===== config.mk =====
export PLATFORM = sky130hd
export DESIGN_NAME = gyro_rate_scale_and_running_mean_unit
export DESIGN_NICKNAME = d
export VERILOG_FILES = /design/src/rtl/core/grsm_pkg.sv /design/src/rtl/core/gyro_rate_scale_and_running_mean_unit.sv /design/src/rtl/core/grsm_ctrl.sv /design/src/rtl/core/grsm_dp.sv
export SDC_FILE = /design/constraint.sdc
export NUM_CORES = 2
export LEC_CHECK = 0
export BUFFER_PORTS_ARGS = -buffer_cell sky130_fd_sc_hd__buf_2
export CORE_MARGIN = 4
export CORE_UTILIZATION = 40
export CTS_CLUSTER_SIZE = 24
export DETAILED_ROUTE_END_ITERATION = 16
export HOLD_SLACK_MARGIN = 0.12
export MAX_ROUTING_LAYER = met4
export SLEW_MARGIN = 20
export SYNTH_ARGS = -nofsm -noshare
export SYNTH_HDL_FRONTEND = slang
export SYNTH_HIERARCHICAL = 1
export SYNTH_SLANG_ARGS = --single-unit

===== constraint.sdc =====
create_clock -name clk -period 9.99 [get_ports clk]
set_input_delay 0.999 -clock clk [delete_from_list [all_inputs] [get_ports clk]]
set_output_delay 0.999 -clock clk [all_outputs]
set_load 0.05 [all_outputs]

===== src/rtl/core/grsm_pkg.sv =====
// ----------------------------------------------------------------------------
// grsm_pkg
// Shared widths, state encoding, control structs and the full-scale table
// for the gyro rate scaling and running mean unit.
// ----------------------------------------------------------------------------
package grsm_pkg;

  localparam int COUNT_BITS  = 16;
  localparam int AXES        = 3;
  localparam int AXIS_W      = $clog2(AXES);
  localparam int RAW_W       = 16;
  localparam int FS_W        = 12;
  localparam int FSSEL_W     = 2;
  localparam int PROD_W      = RAW_W + FS_W - 1;
  localparam int SCALE_SHIFT = 15;
  localparam int SUM_W       = PROD_W + COUNT_BITS + 1;
  localparam int OUT_W       = 12;
  // The mean never exceeds 2000 in magnitude, so 11 quotient bits suffice.
  localparam int QUO_W       = 11;
  localparam int DIVD_W      = SUM_W - SCALE_SHIFT;
  localparam int STEP_W      = $clog2(QUO_W);

  localparam logic [COUNT_BITS-1:0] COUNT_MAX = {COUNT_BITS{1'b1}};
  localparam logic [AXIS_W-1:0]     LAST_AXIS = AXIS_W'(AXES - 1);
  localparam logic [STEP_W-1:0]     LAST_STEP = STEP_W'(QUO_W - 1);

  localparam logic KIND_SAMPLE = 1'b0;
  localparam logic KIND_CLEAR  = 1'b1;

  typedef enum logic [6:0] {
    ST_IDLE      = 7'b0000001,
    ST_MUL       = 7'b0000010,
    ST_ACC       = 7'b0000100,
    ST_DIV_LOAD  = 7'b0001000,
    ST_DIV_STEP  = 7'b0010000,
    ST_DIV_STORE = 7'b0100000,
    ST_OUT       = 7'b1000000
  } state_t;

  typedef struct packed {
    logic              capture;
    logic              mult;
    logic              accum;
    logic              div_load;
    logic              div_step;
    logic              div_store;
    logic              out_load;
    logic [AXIS_W-1:0] axis;
  } cmd_t;

  typedef struct packed {
    logic is_clear;
    logic out_busy;
  } stat_t;

  function automatic logic [FS_W-1:0] full_scale(input logic [FSSEL_W-1:0] sel);
    logic [FS_W-1:0] fs;
    case (sel)
      2'd0:    fs = FS_W'(250);
      2'd1:    fs = FS_W'(500);
      2'd2:    fs = FS_W'(1000);
      2'd3:    fs = FS_W'(2000);
      default: fs = FS_W'(250);
    endcase
    return fs;
  endfunction

endpackage


===== src/rtl/core/gyro_rate_scale_and_running_mean_unit.sv =====
// ----------------------------------------------------------------------------
// gyro_rate_scale_and_running_mean_unit
// Scales raw three-axis gyro samples to degrees per second and keeps a
// running mean per axis since the last clear.
//
// Each item is a raw sample or a clear command and yields exactly one result
// item. A sample passes through the single shared restoring divider, which
// runs 11 steps for each of the three axis means, and its result is loaded
// once the output register is free; a clear skips the divider and the
// divisions. The next item is accepted in the cycle after the result is loaded,
// while that result may still wait in the output register. Rates and means are
// truncated toward zero; once the sample count saturates, samples no longer
// accumulate and count_full is set. full_scale_select is written through
// cfg_we/cfg_wdata and is sampled when an item is accepted.
// ----------------------------------------------------------------------------
module gyro_rate_scale_and_running_mean_unit (
  input  logic                              clk,
  input  logic                              rst,
  input  logic                              cfg_we,
  input  logic [grsm_pkg::FSSEL_W-1:0]      cfg_wdata,
  input  logic                              in_valid,
  output logic                              in_ready,
  input  logic                              kind,
  input  logic signed [grsm_pkg::RAW_W-1:0] raw_x,
  input  logic signed [grsm_pkg::RAW_W-1:0] raw_y,
  input  logic signed [grsm_pkg::RAW_W-1:0] raw_z,
  output logic                              out_valid,
  input  logic                              out_ready,
  output logic signed [grsm_pkg::OUT_W-1:0] rate_x,
  output logic signed [grsm_pkg::OUT_W-1:0] rate_y,
  output logic signed [grsm_pkg::OUT_W-1:0] rate_z,
  output logic signed [grsm_pkg::OUT_W-1:0] mean_x,
  output logic signed [grsm_pkg::OUT_W-1:0] mean_y,
  output logic signed [grsm_pkg::OUT_W-1:0] mean_z,
  output logic                              count_full
);
  import grsm_pkg::*;

  cmd_t  cmd;
  stat_t stat;

  grsm_ctrl u_ctrl (
    .clk      (clk),
    .rst      (rst),
    .in_valid (in_valid),
    .in_ready (in_ready),
    .stat     (stat),
    .cmd      (cmd)
  );

  grsm_dp u_dp (
    .clk        (clk),
    .rst        (rst),
    .cfg_we     (cfg_we),
    .cfg_wdata  (cfg_wdata),
    .kind       (kind),
    .raw_x      (raw_x),
    .raw_y      (raw_y),
    .raw_z      (raw_z),
    .cmd        (cmd),
    .stat       (stat),
    .out_valid  (out_valid),
    .out_ready  (out_ready),
    .rate_x     (rate_x),
    .rate_y     (rate_y),
    .rate_z     (rate_z),
    .mean_x     (mean_x),
    .mean_y     (mean_y),
    .mean_z     (mean_z),
    .count_full (count_full)
  );

  // Only one item is in flight at a time.
  a_one_in_flight: assert property (@(posedge clk) disable iff (rst)
    in_valid && in_ready |=> !in_ready)
    else $error("item accepted while another is in flight");

  // A result is only loaded while the output register can take it.
  a_no_overwrite: assert property (@(posedge clk) disable iff (rst)
    cmd.out_load |-> !(out_valid && !out_ready))
    else $error("result loaded over a waiting result");

  // The divider must keep the x and z means within the widest full-scale range.
  a_mean_range: assert property (@(posedge clk) disable iff (rst)
    out_valid |-> ($signed(mean_x) <= 2000) && ($signed(mean_x) >= -2000) &&
                  ($signed(mean_z) <= 2000) && ($signed(mean_z) >= -2000))
    else $error("mean out of range");

endmodule


===== src/rtl/core/grsm_ctrl.sv =====
// ----------------------------------------------------------------------------
// grsm_ctrl
// Sequencer: capture, multiply, accumulate, three divisions (skipped for a clear), result load.
// ----------------------------------------------------------------------------
module grsm_ctrl (
  input  logic            clk,
  input  logic            rst,
  input  logic            in_valid,
  output logic            in_ready,
  input  grsm_pkg::stat_t stat,
  output grsm_pkg::cmd_t  cmd
);
  import grsm_pkg::*;

  state_t            state, state_next;
  logic [AXIS_W-1:0] axis, axis_next;
  logic [STEP_W-1:0] step, step_next;

  always_ff @(posedge clk) begin
    if (rst) begin
      state <= ST_IDLE;
      axis  <= '0;
      step  <= '0;
    end else begin
      state <= state_next;
      axis  <= axis_next;
      step  <= step_next;
    end
  end

  assign in_ready = (state == ST_IDLE);

  always_comb begin
    state_next = state;
    axis_next  = axis;
    step_next  = step;
    cmd        = '0;
    cmd.axis   = axis;
    case (state)
      ST_IDLE: begin
        if (in_valid) begin
          cmd.capture = 1'b1;
          state_next  = ST_MUL;
        end
      end
      ST_MUL: begin
        cmd.mult   = 1'b1;
        state_next = ST_ACC;
      end
      ST_ACC: begin
        cmd.accum  = 1'b1;
        axis_next  = '0;
        state_next = stat.is_clear ? ST_OUT : ST_DIV_LOAD;
      end
      ST_DIV_LOAD: begin
        cmd.div_load = 1'b1;
        step_next    = '0;
        state_next   = ST_DIV_STEP;
      end
      ST_DIV_STEP: begin
        cmd.div_step = 1'b1;
        step_next    = step + 1'b1;
        if (step == LAST_STEP) begin
          state_next = ST_DIV_STORE;
        end
      end
      ST_DIV_STORE: begin
        cmd.div_store = 1'b1;
        if (axis == LAST_AXIS) begin
          state_next = ST_OUT;
        end else begin
          axis_next  = axis + 1'b1;
          state_next = ST_DIV_LOAD;
        end
      end
      ST_OUT: begin
        // Hold until the previous result has left the output register.
        if (!stat.out_busy) begin
          cmd.out_load = 1'b1;
          state_next   = ST_IDLE;
        end
      end
      default: begin
        state_next = ST_IDLE;
      end
    endcase
  end

endmodule


===== src/rtl/core/grsm_dp.sv =====
// ----------------------------------------------------------------------------
// grsm_dp
// Datapath: full-scale register, products, accumulators, sample count,
// shared restoring divider for the means, and the output register.
// ----------------------------------------------------------------------------
module grsm_dp (
  input  logic                              clk,
  input  logic                              rst,
  input  logic                              cfg_we,
  input  logic [grsm_pkg::FSSEL_W-1:0]      cfg_wdata,
  input  logic                              kind,
  input  logic signed [grsm_pkg::RAW_W-1:0] raw_x,
  input  logic signed [grsm_pkg::RAW_W-1:0] raw_y,
  input  logic signed [grsm_pkg::RAW_W-1:0] raw_z,
  input  grsm_pkg::cmd_t                    cmd,
  output grsm_pkg::stat_t                   stat,
  output logic                              out_valid,
  input  logic                              out_ready,
  output logic signed [grsm_pkg::OUT_W-1:0] rate_x,
  output logic signed [grsm_pkg::OUT_W-1:0] rate_y,
  output logic signed [grsm_pkg::OUT_W-1:0] rate_z,
  output logic signed [grsm_pkg::OUT_W-1:0] mean_x,
  output logic signed [grsm_pkg::OUT_W-1:0] mean_y,
  output logic signed [grsm_pkg::OUT_W-1:0] mean_z,
  output logic                              count_full
);
  import grsm_pkg::*;

  logic [FSSEL_W-1:0]      fs_sel;
  logic [FS_W-1:0]         fs;
  logic                    kind_r;
  logic signed [RAW_W-1:0] raw      [AXES];
  logic signed [PROD_W-1:0] prod    [AXES];
  logic signed [SUM_W-1:0] axis_sum [AXES];
  logic [COUNT_BITS-1:0]   sample_count;
  logic                    full;
  logic signed [OUT_W-1:0] rate     [AXES];
  logic signed [OUT_W-1:0] mean     [AXES];

  logic [COUNT_BITS-1:0]   rem;
  logic [QUO_W-1:0]        quo;
  logic                    neg;

  logic signed [PROD_W:0]  mul_res  [AXES];
  logic signed [OUT_W-1:0] rate_val [AXES];
  logic [COUNT_BITS-1:0]   count_next;
  logic                    take;
  logic [SUM_W-1:0]        sum_mag;
  logic [DIVD_W-1:0]       divd;
  logic [COUNT_BITS:0]     trial;
  logic [COUNT_BITS:0]     diff;

  assign stat.is_clear = kind_r;
  assign stat.out_busy = out_valid & ~out_ready;

  always_ff @(posedge clk) begin
    if (rst) begin
      fs_sel <= '0;
    end else if (cfg_we) begin
      fs_sel <= cfg_wdata;
    end
  end

  always_ff @(posedge clk) begin
    if (cmd.capture) begin
      kind_r <= kind;
      fs     <= full_scale(fs_sel);
      raw[0] <= raw_x;
      raw[1] <= raw_y;
      raw[2] <= raw_z;
    end
  end

  // Products and truncated rates, one per axis.
  always_comb begin
    logic [PROD_W-1:0] mag;
    logic [OUT_W-1:0]  r;
    for (int i = 0; i < AXES; i++) begin
      mul_res[i] = (PROD_W + 1)'(raw[i]) * $signed({{(PROD_W + 1 - FS_W){1'b0}}, fs});
      mag = prod[i][PROD_W-1] ? PROD_W'(-prod[i]) : PROD_W'(prod[i]);
      r   = OUT_W'(mag >> SCALE_SHIFT);
      rate_val[i] = prod[i][PROD_W-1] ? $signed(-r) : $signed(r);
    end
  end

  always_ff @(posedge clk) begin
    if (cmd.mult) begin
      for (int i = 0; i < AXES; i++) begin
        prod[i] <= mul_res[i][PROD_W-1:0];
      end
    end
  end

  assign take       = (sample_count != COUNT_MAX);
  assign count_next = take ? sample_count + 1'b1 : sample_count;

  always_ff @(posedge clk) begin
    if (rst) begin
      sample_count <= '0;
      for (int i = 0; i < AXES; i++) begin
        axis_sum[i] <= '0;
      end
    end else if (cmd.accum) begin
      if (kind_r == KIND_CLEAR) begin
        sample_count <= '0;
        for (int i = 0; i < AXES; i++) begin
          axis_sum[i] <= '0;
        end
      end else begin
        sample_count <= count_next;
        if (take) begin
          for (int i = 0; i < AXES; i++) begin
            axis_sum[i] <= axis_sum[i] + SUM_W'(prod[i]);
          end
        end
      end
    end
  end

  always_ff @(posedge clk) begin
    if (cmd.accum) begin
      full <= (count_next == COUNT_MAX);
      for (int i = 0; i < AXES; i++) begin
        rate[i] <= rate_val[i];
      end
    end
  end

  // Mean magnitude is floor(floor(|sum| / 32768) / count). The upper
  // dividend bits are already below the count, so they seed the remainder.
  assign sum_mag = axis_sum[cmd.axis][SUM_W-1] ? SUM_W'(-axis_sum[cmd.axis])
                                               : SUM_W'(axis_sum[cmd.axis]);
  assign divd    = DIVD_W'(sum_mag >> SCALE_SHIFT);
  assign trial   = {rem, quo[QUO_W-1]};
  assign diff    = trial - {1'b0, sample_count};

  always_ff @(posedge clk) begin
    if (cmd.div_load) begin
      rem <= COUNT_BITS'(divd >> QUO_W);
      quo <= divd[QUO_W-1:0];
      neg <= axis_sum[cmd.axis][SUM_W-1];
    end else if (cmd.div_step) begin
      if (trial >= {1'b0, sample_count}) begin
        rem <= diff[COUNT_BITS-1:0];
        quo <= {quo[QUO_W-2:0], 1'b1};
      end else begin
        rem <= trial[COUNT_BITS-1:0];
        quo <= {quo[QUO_W-2:0], 1'b0};
      end
    end
  end

  always_ff @(posedge clk) begin
    if (cmd.div_store) begin
      mean[cmd.axis] <= neg ? $signed(-OUT_W'(quo)) : $signed(OUT_W'(quo));
    end
  end

  always_ff @(posedge clk) begin
    if (rst) begin
      out_valid <= 1'b0;
    end else if (cmd.out_load) begin
      out_valid <= 1'b1;
    end else if (out_ready) begin
      out_valid <= 1'b0;
    end
  end

  always_ff @(posedge clk) begin
    if (cmd.out_load) begin
      if (kind_r == KIND_CLEAR) begin
        rate_x     <= '0;
        rate_y     <= '0;
        rate_z     <= '0;
        mean_x     <= '0;
        mean_y     <= '0;
        mean_z     <= '0;
        count_full <= 1'b0;
      end else begin
        rate_x     <= rate[0];
        rate_y     <= rate[1];
        rate_z     <= rate[2];
        mean_x     <= mean[0];
        mean_y     <= mean[1];
        mean_z     <= mean[2];
        count_full <= full;
      end
    end
  end

endmodule


== Word level (Yosys, flattened, before mapping) ==
Memories as Yosys holds them, arrays and structs flattened. A register that Yosys moved wholly into a read port is not among the register bits.
Cells that the tools add are included.
Storage, ports and cells
  output and inout bits: 75
  memory bits (writable): 333
  memories kept: 5
  input port bits: 56
  bits in registers: 75
Memories
  u_dp.axis_sum: depth 3, width 44, rd ports 4, clocked after Yosys merged registers in 1, wr ports 3, RTL line grsm_dp.sv:34  | logic signed [SUM_W-1:0] axis_sum [AXES];
  u_dp.prod: depth 3, width 27, rd ports 3, clocked after Yosys merged registers in 0, wr ports 3, RTL line grsm_dp.sv:33  | logic signed [PROD_W-1:0] prod [AXES];
  u_dp.raw: depth 3, width 16, rd ports 3, clocked after Yosys merged registers in 0, wr ports 3, RTL line grsm_dp.sv:32  | logic signed [RAW_W-1:0] raw [AXES];
  u_dp.mean: depth 3, width 12, rd ports 3, clocked after Yosys merged registers in 3, wr ports 1, RTL line grsm_dp.sv:38  | logic signed [OUT_W-1:0] mean [AXES];
  u_dp.rate: depth 3, width 12, rd ports 3, clocked after Yosys merged registers in 3, wr ports 3, RTL line grsm_dp.sv:37  | logic signed [OUT_W-1:0] rate [AXES];
Operators by class
  multiplexer cells: 64
  order comparisons: 1
  reductions and logical operators: 7
  bitwise logic cells: 8
  $mul: 3
  $add $sub $neg: 15
  equality and inequality tests: 18
Operators by type and width (count)
  $mux W44: 6
  $add A44 B27 Y44: 3
  $mul A16 B13 Y27: 3
  $mux W27: 3
  $neg A27 Y27: 3
  $mux W16: 5
  $pmux W7 S7: 1
  $mux W12: 4
  $pmux W12 S4: 1
  $mux W42: 1
  $neg A42 Y42: 1
  $neg A12 Y12: 3
  $mux W7: 5
  $mux W1: 31
  $mux W11: 2
  $ge A17 B16 Y1: 1
  $add A16 B1 Y16 const B: 1
  $eq A16 B16 Y1 const B: 1
  $ne A16 B16 Y1 const B: 1
  $sub A16 B16 Y16: 1
  $neg A11 Y12: 1
  $pmux W4 S2: 1
  $reduce_bool A2 Y1: 4
  $eq A7 B1 Y1 const B: 1
  21 further kinds: 32

== Depth between registers and ports, before layout ==
  word-level depth: 7
  gate-level depth with buffers: 24
  gate-level depth less buffers: 23

== Cells and area by module ==
The synthesis kept the hierarchy.
Modules (own cells, without submodules)
  grsm_dp: times used 1, area an instance 43425.4 µm², cells each 4344
  grsm_ctrl: times used 1, area an instance 719.4 µm², cells each 87

== Least setup slack after synthesis ==
OpenSTA, ideal clock, no wires.
  path kind: input port to flip-flop
  start: input out_ready
  end: register u_dp.count_full, enable pin
  cell stages on the path: 2
  arrival: 8013 ps
  slack: 1289 ps
  buffers on the path: 0
  path through: nor2b_1 -> nor4_1
RTL lines
  start: declaration: RTL line gyro_rate_scale_and_running_mean_unit.sv:28  | input logic out_ready,
  end signal: assignment: RTL line grsm_dp.sv:186  | count_full <= full;
  end: declaration: RTL line grsm_dp.sv:25  | output logic count_full

==> run metrics <==
Arr. time, crit path 7000 ps; Setup CP Type reg2reg; cts hold-fix bufs 0; RSZ-0062 raised after global routing false; worst-path fanout max 32; CP startpoint kind register; Post-synth EDFFs 438; synthesized flop and latch total 470; Fill cells 10400; layout cell share with drive strength beyond 1 0.0681; DIE AREA 116000 um2; Clk pin slew, worst setup/hold paths 60 ps; CP peak stage delay 770 ps; vias in the first global route 30900; largest net degree at the start of global routing 84; Post-CTS Setup Bufs 0; CTS Root Buffer Type clkbuf_16; Post-CTS Resized 0; Period minus WS final 6630 ps; grt peak-use layer met2; Num CTS Buffers 58; main flop type after synthesis edfxtp_1; critical path, cell by cell buf_4, nand2_1, fa_1, fa_1, inv_1, fa_1, fa_1, inv_1, fa_1, inv_1, ha_1, a21o_1, a21oi_1, o21ai_0, nor3_1, a211oi_1, and4_1, a2111oi_0, o41ai_1, a31oi_1, xnor2_1; met3 usage 0.0217; Post-Syn Area 44100 um2; H-tree depth 2; Max transition margin 0.312; core area 109000 um2; total negative slack 0 ps; wire length of the first global-routing pass 167000 um; IO buf count 130; final antenna-violating net count 0; P&R area growth vs syn 9.69%; Worst Path Buf+Inv 4; Final nets 5363; number of remaining DRC errors 0; vias per std cell 5.04; WP data required 10360 ps; Syn Inst Count 4431; post-synth cell types 88; die width 340 um; highest clock rate 151 MHz; initial antenna violation count 3; clk_lat worst skew 680 ps; WL/cell 16.9 um; Final Setup Violations 0; CP most frequent cell fa_1; maxcap violations 0; CTS tree built; flop-to-flop setup slack 3360 ps; Ports 131; Seq/Total Area, Yosys 0.312; Core Rows 121; commonest non-fill, non-tap cells in the layout inv_1 (707), edfxtp_1 (438), fa_1 (418), ha_1 (367), and2_1 (309); Post-Syn Area per Cell 9.96 um2; Top delay family on crit path adder cells; final hold vios 0; M2 GR Usage 0.285; clock skew 44.8 ps; Vias 30500; Routed WL 102000 um; Ys Warns 6; Initial Utilization 0.404; max-slew violations 0; Crit. End Element register; Hold Crit Class reg2reg; GP Congestion 0.876; GR Util met1 0.254; syn_nets 5272; First-pass DRT Iterations 5; commonest non-fill, non-tap cell in the layout inv_1; worst slew pin tran 1030 ps; HPWL Detailed 77800 um; grt total ovfl 0; CTS Sinks 470; maximum root-to-sink buffer count 3; fin crit share 0.664; Synth async-reset ratio 0; GRT Util Overall 0.182; Die Height 340 um; Crit-path slowest cell edfxtp_1; Initial DRC Count 1756; status complete, no violations
through the flow:
stage | area [um2] | std cells | hold WS (ps) | util | setup slack, ps
floorplan | 44100 | 4431 | 446 | - | 1290
global placement | 46400 | 5938 | 467 | 0.425 | 3500
detailed placement | 46400 | 5938 | 476 | 0.425 | 3330
CTS | 48400 | 6046 | 450 | 0.444 | 3280
global route | 48400 | 6046 | 466 | 0.444 | 2900
finish | 48400 | 6048 | 479 | 0.444 | 3360
cells in the mapped netlist, types with 6 or more instances:
library cell | number | area (um2)
o21ai_1 | 9 | 45.0
a21boi_0 | 9 | 67.6
a21oi_1 | 224 | 1120
nor3_1 | 77 | 385
o21a_1 | 31 | 233
a221oi_1 | 8 | 70.1
or2_2 | 13 | 81.3
nor2b_1 | 117 | 732
inv_1 | 708 | 2660
ha_1 | 367 | 4590
a22oi_1 | 6 | 45.0
a31oi_1 | 30 | 188
nor4_1 | 19 | 119
fa_1 | 418 | 8370
o21ai_0 | 129 | 646
clkbuf_1 | 115 | 432
mux2_2 | 6 | 67.6
mux2i_1 | 51 | 510
xnor2_1 | 175 | 1530
xor2_1 | 90 | 788
nor3b_1 | 11 | 82.6
nor2_1 | 284 | 1070
and3_1 | 32 | 200
nand4_1 | 34 | 213
o211ai_1 | 9 | 67.6
or3_1 | 24 | 150
a31o_2 | 6 | 52.6
o31ai_1 | 10 | 75.1
a211oi_1 | 21 | 158
nand2_1 | 261 | 980
and4_1 | 11 | 96.3
nand2b_1 | 26 | 163
o21bai_1 | 30 | 225
a221o_1 | 8 | 80.1
nand3_1 | 71 | 355
and2_1 | 309 | 1930
edfxtp_1 | 438 | 13200
or4_1 | 8 | 60.1
a21o_1 | 109 | 818
a41oi_1 | 6 | 52.6
dfxtp_1 | 32 | 641
routing by layer:
layer | up-vias | part of all wire
li1 | 15000 | -
met5 | - | 0
met1 | 14800 | 0.48
met3 | 120 | 0.040
met4 | 0 | 0.026
met2 | 560 | 0.45
cell families after synthesis:
kind of cell	after synthesis	synth area share
AND/OR/NAND/NOR	1319	0.155
multiplexers	57	0.0131
adder cells (fa/ha/maj)	785	0.294
AO/OA/AOI/OAI	698	0.102
XOR/XNOR	265	0.0526
flip-flops	470	0.312
buffers and inverters	837	0.0720
cell type report:
class | count | area, um2 | share of cell area
clock inverter | 42 | 549 | 0.0113
antenna | 2 | 5.00 | 0.000103
tap | 1476 | 1850 | 0.0381
timing repair buffer | 160 | 876 | 0.0181
clock buffer | 66 | 1480 | 0.0306
sequential | 470 | 13800 | 0.285
multi-input combinational | 3124 | 27200 | 0.562
inverter | 708 | 2660 | 0.0549
state kept, by name, summed over array words and instances, names as in the netlist, 4 cells and up:
register,count
u_dp/rate_y,12
u_dp/mean_z,12
u_dp/mean_y,12
u_dp/axis_sum,129
u_dp/rate_z,12
u_dp/sample_count,16
u_ctrl/step,4
u_dp/quo,11
u_dp/prod,78
u_dp/rate,36
u_dp/rate_x,12
u_dp/mean,36
u_dp/raw,48
u_dp/mean_x,12
u_dp/fs,8
u_ctrl/state,7
u_dp/rem,16
worst min-delay path: stages (launching register included):
cell and delay (ps):
dfxtp_2 320, nand3_1 60, a21oi_1 60
final timing paths:
kind,start,to,cells past startpoint
worst min register to register,u_ctrl/axis[1],u_ctrl/axis[1],2
worst max-delay path,u_dp/fs[9],u_dp/prod[0][26],21
worst min-delay path,u_ctrl/axis[1],u_ctrl/axis[1],2
worst max register to register,u_dp/fs[9],u_dp/prod[0][26],21
Power is left out: the tool's default activity adds up to more than one toggle a clock period on the data nets, which glitch-free logic cannot reach.
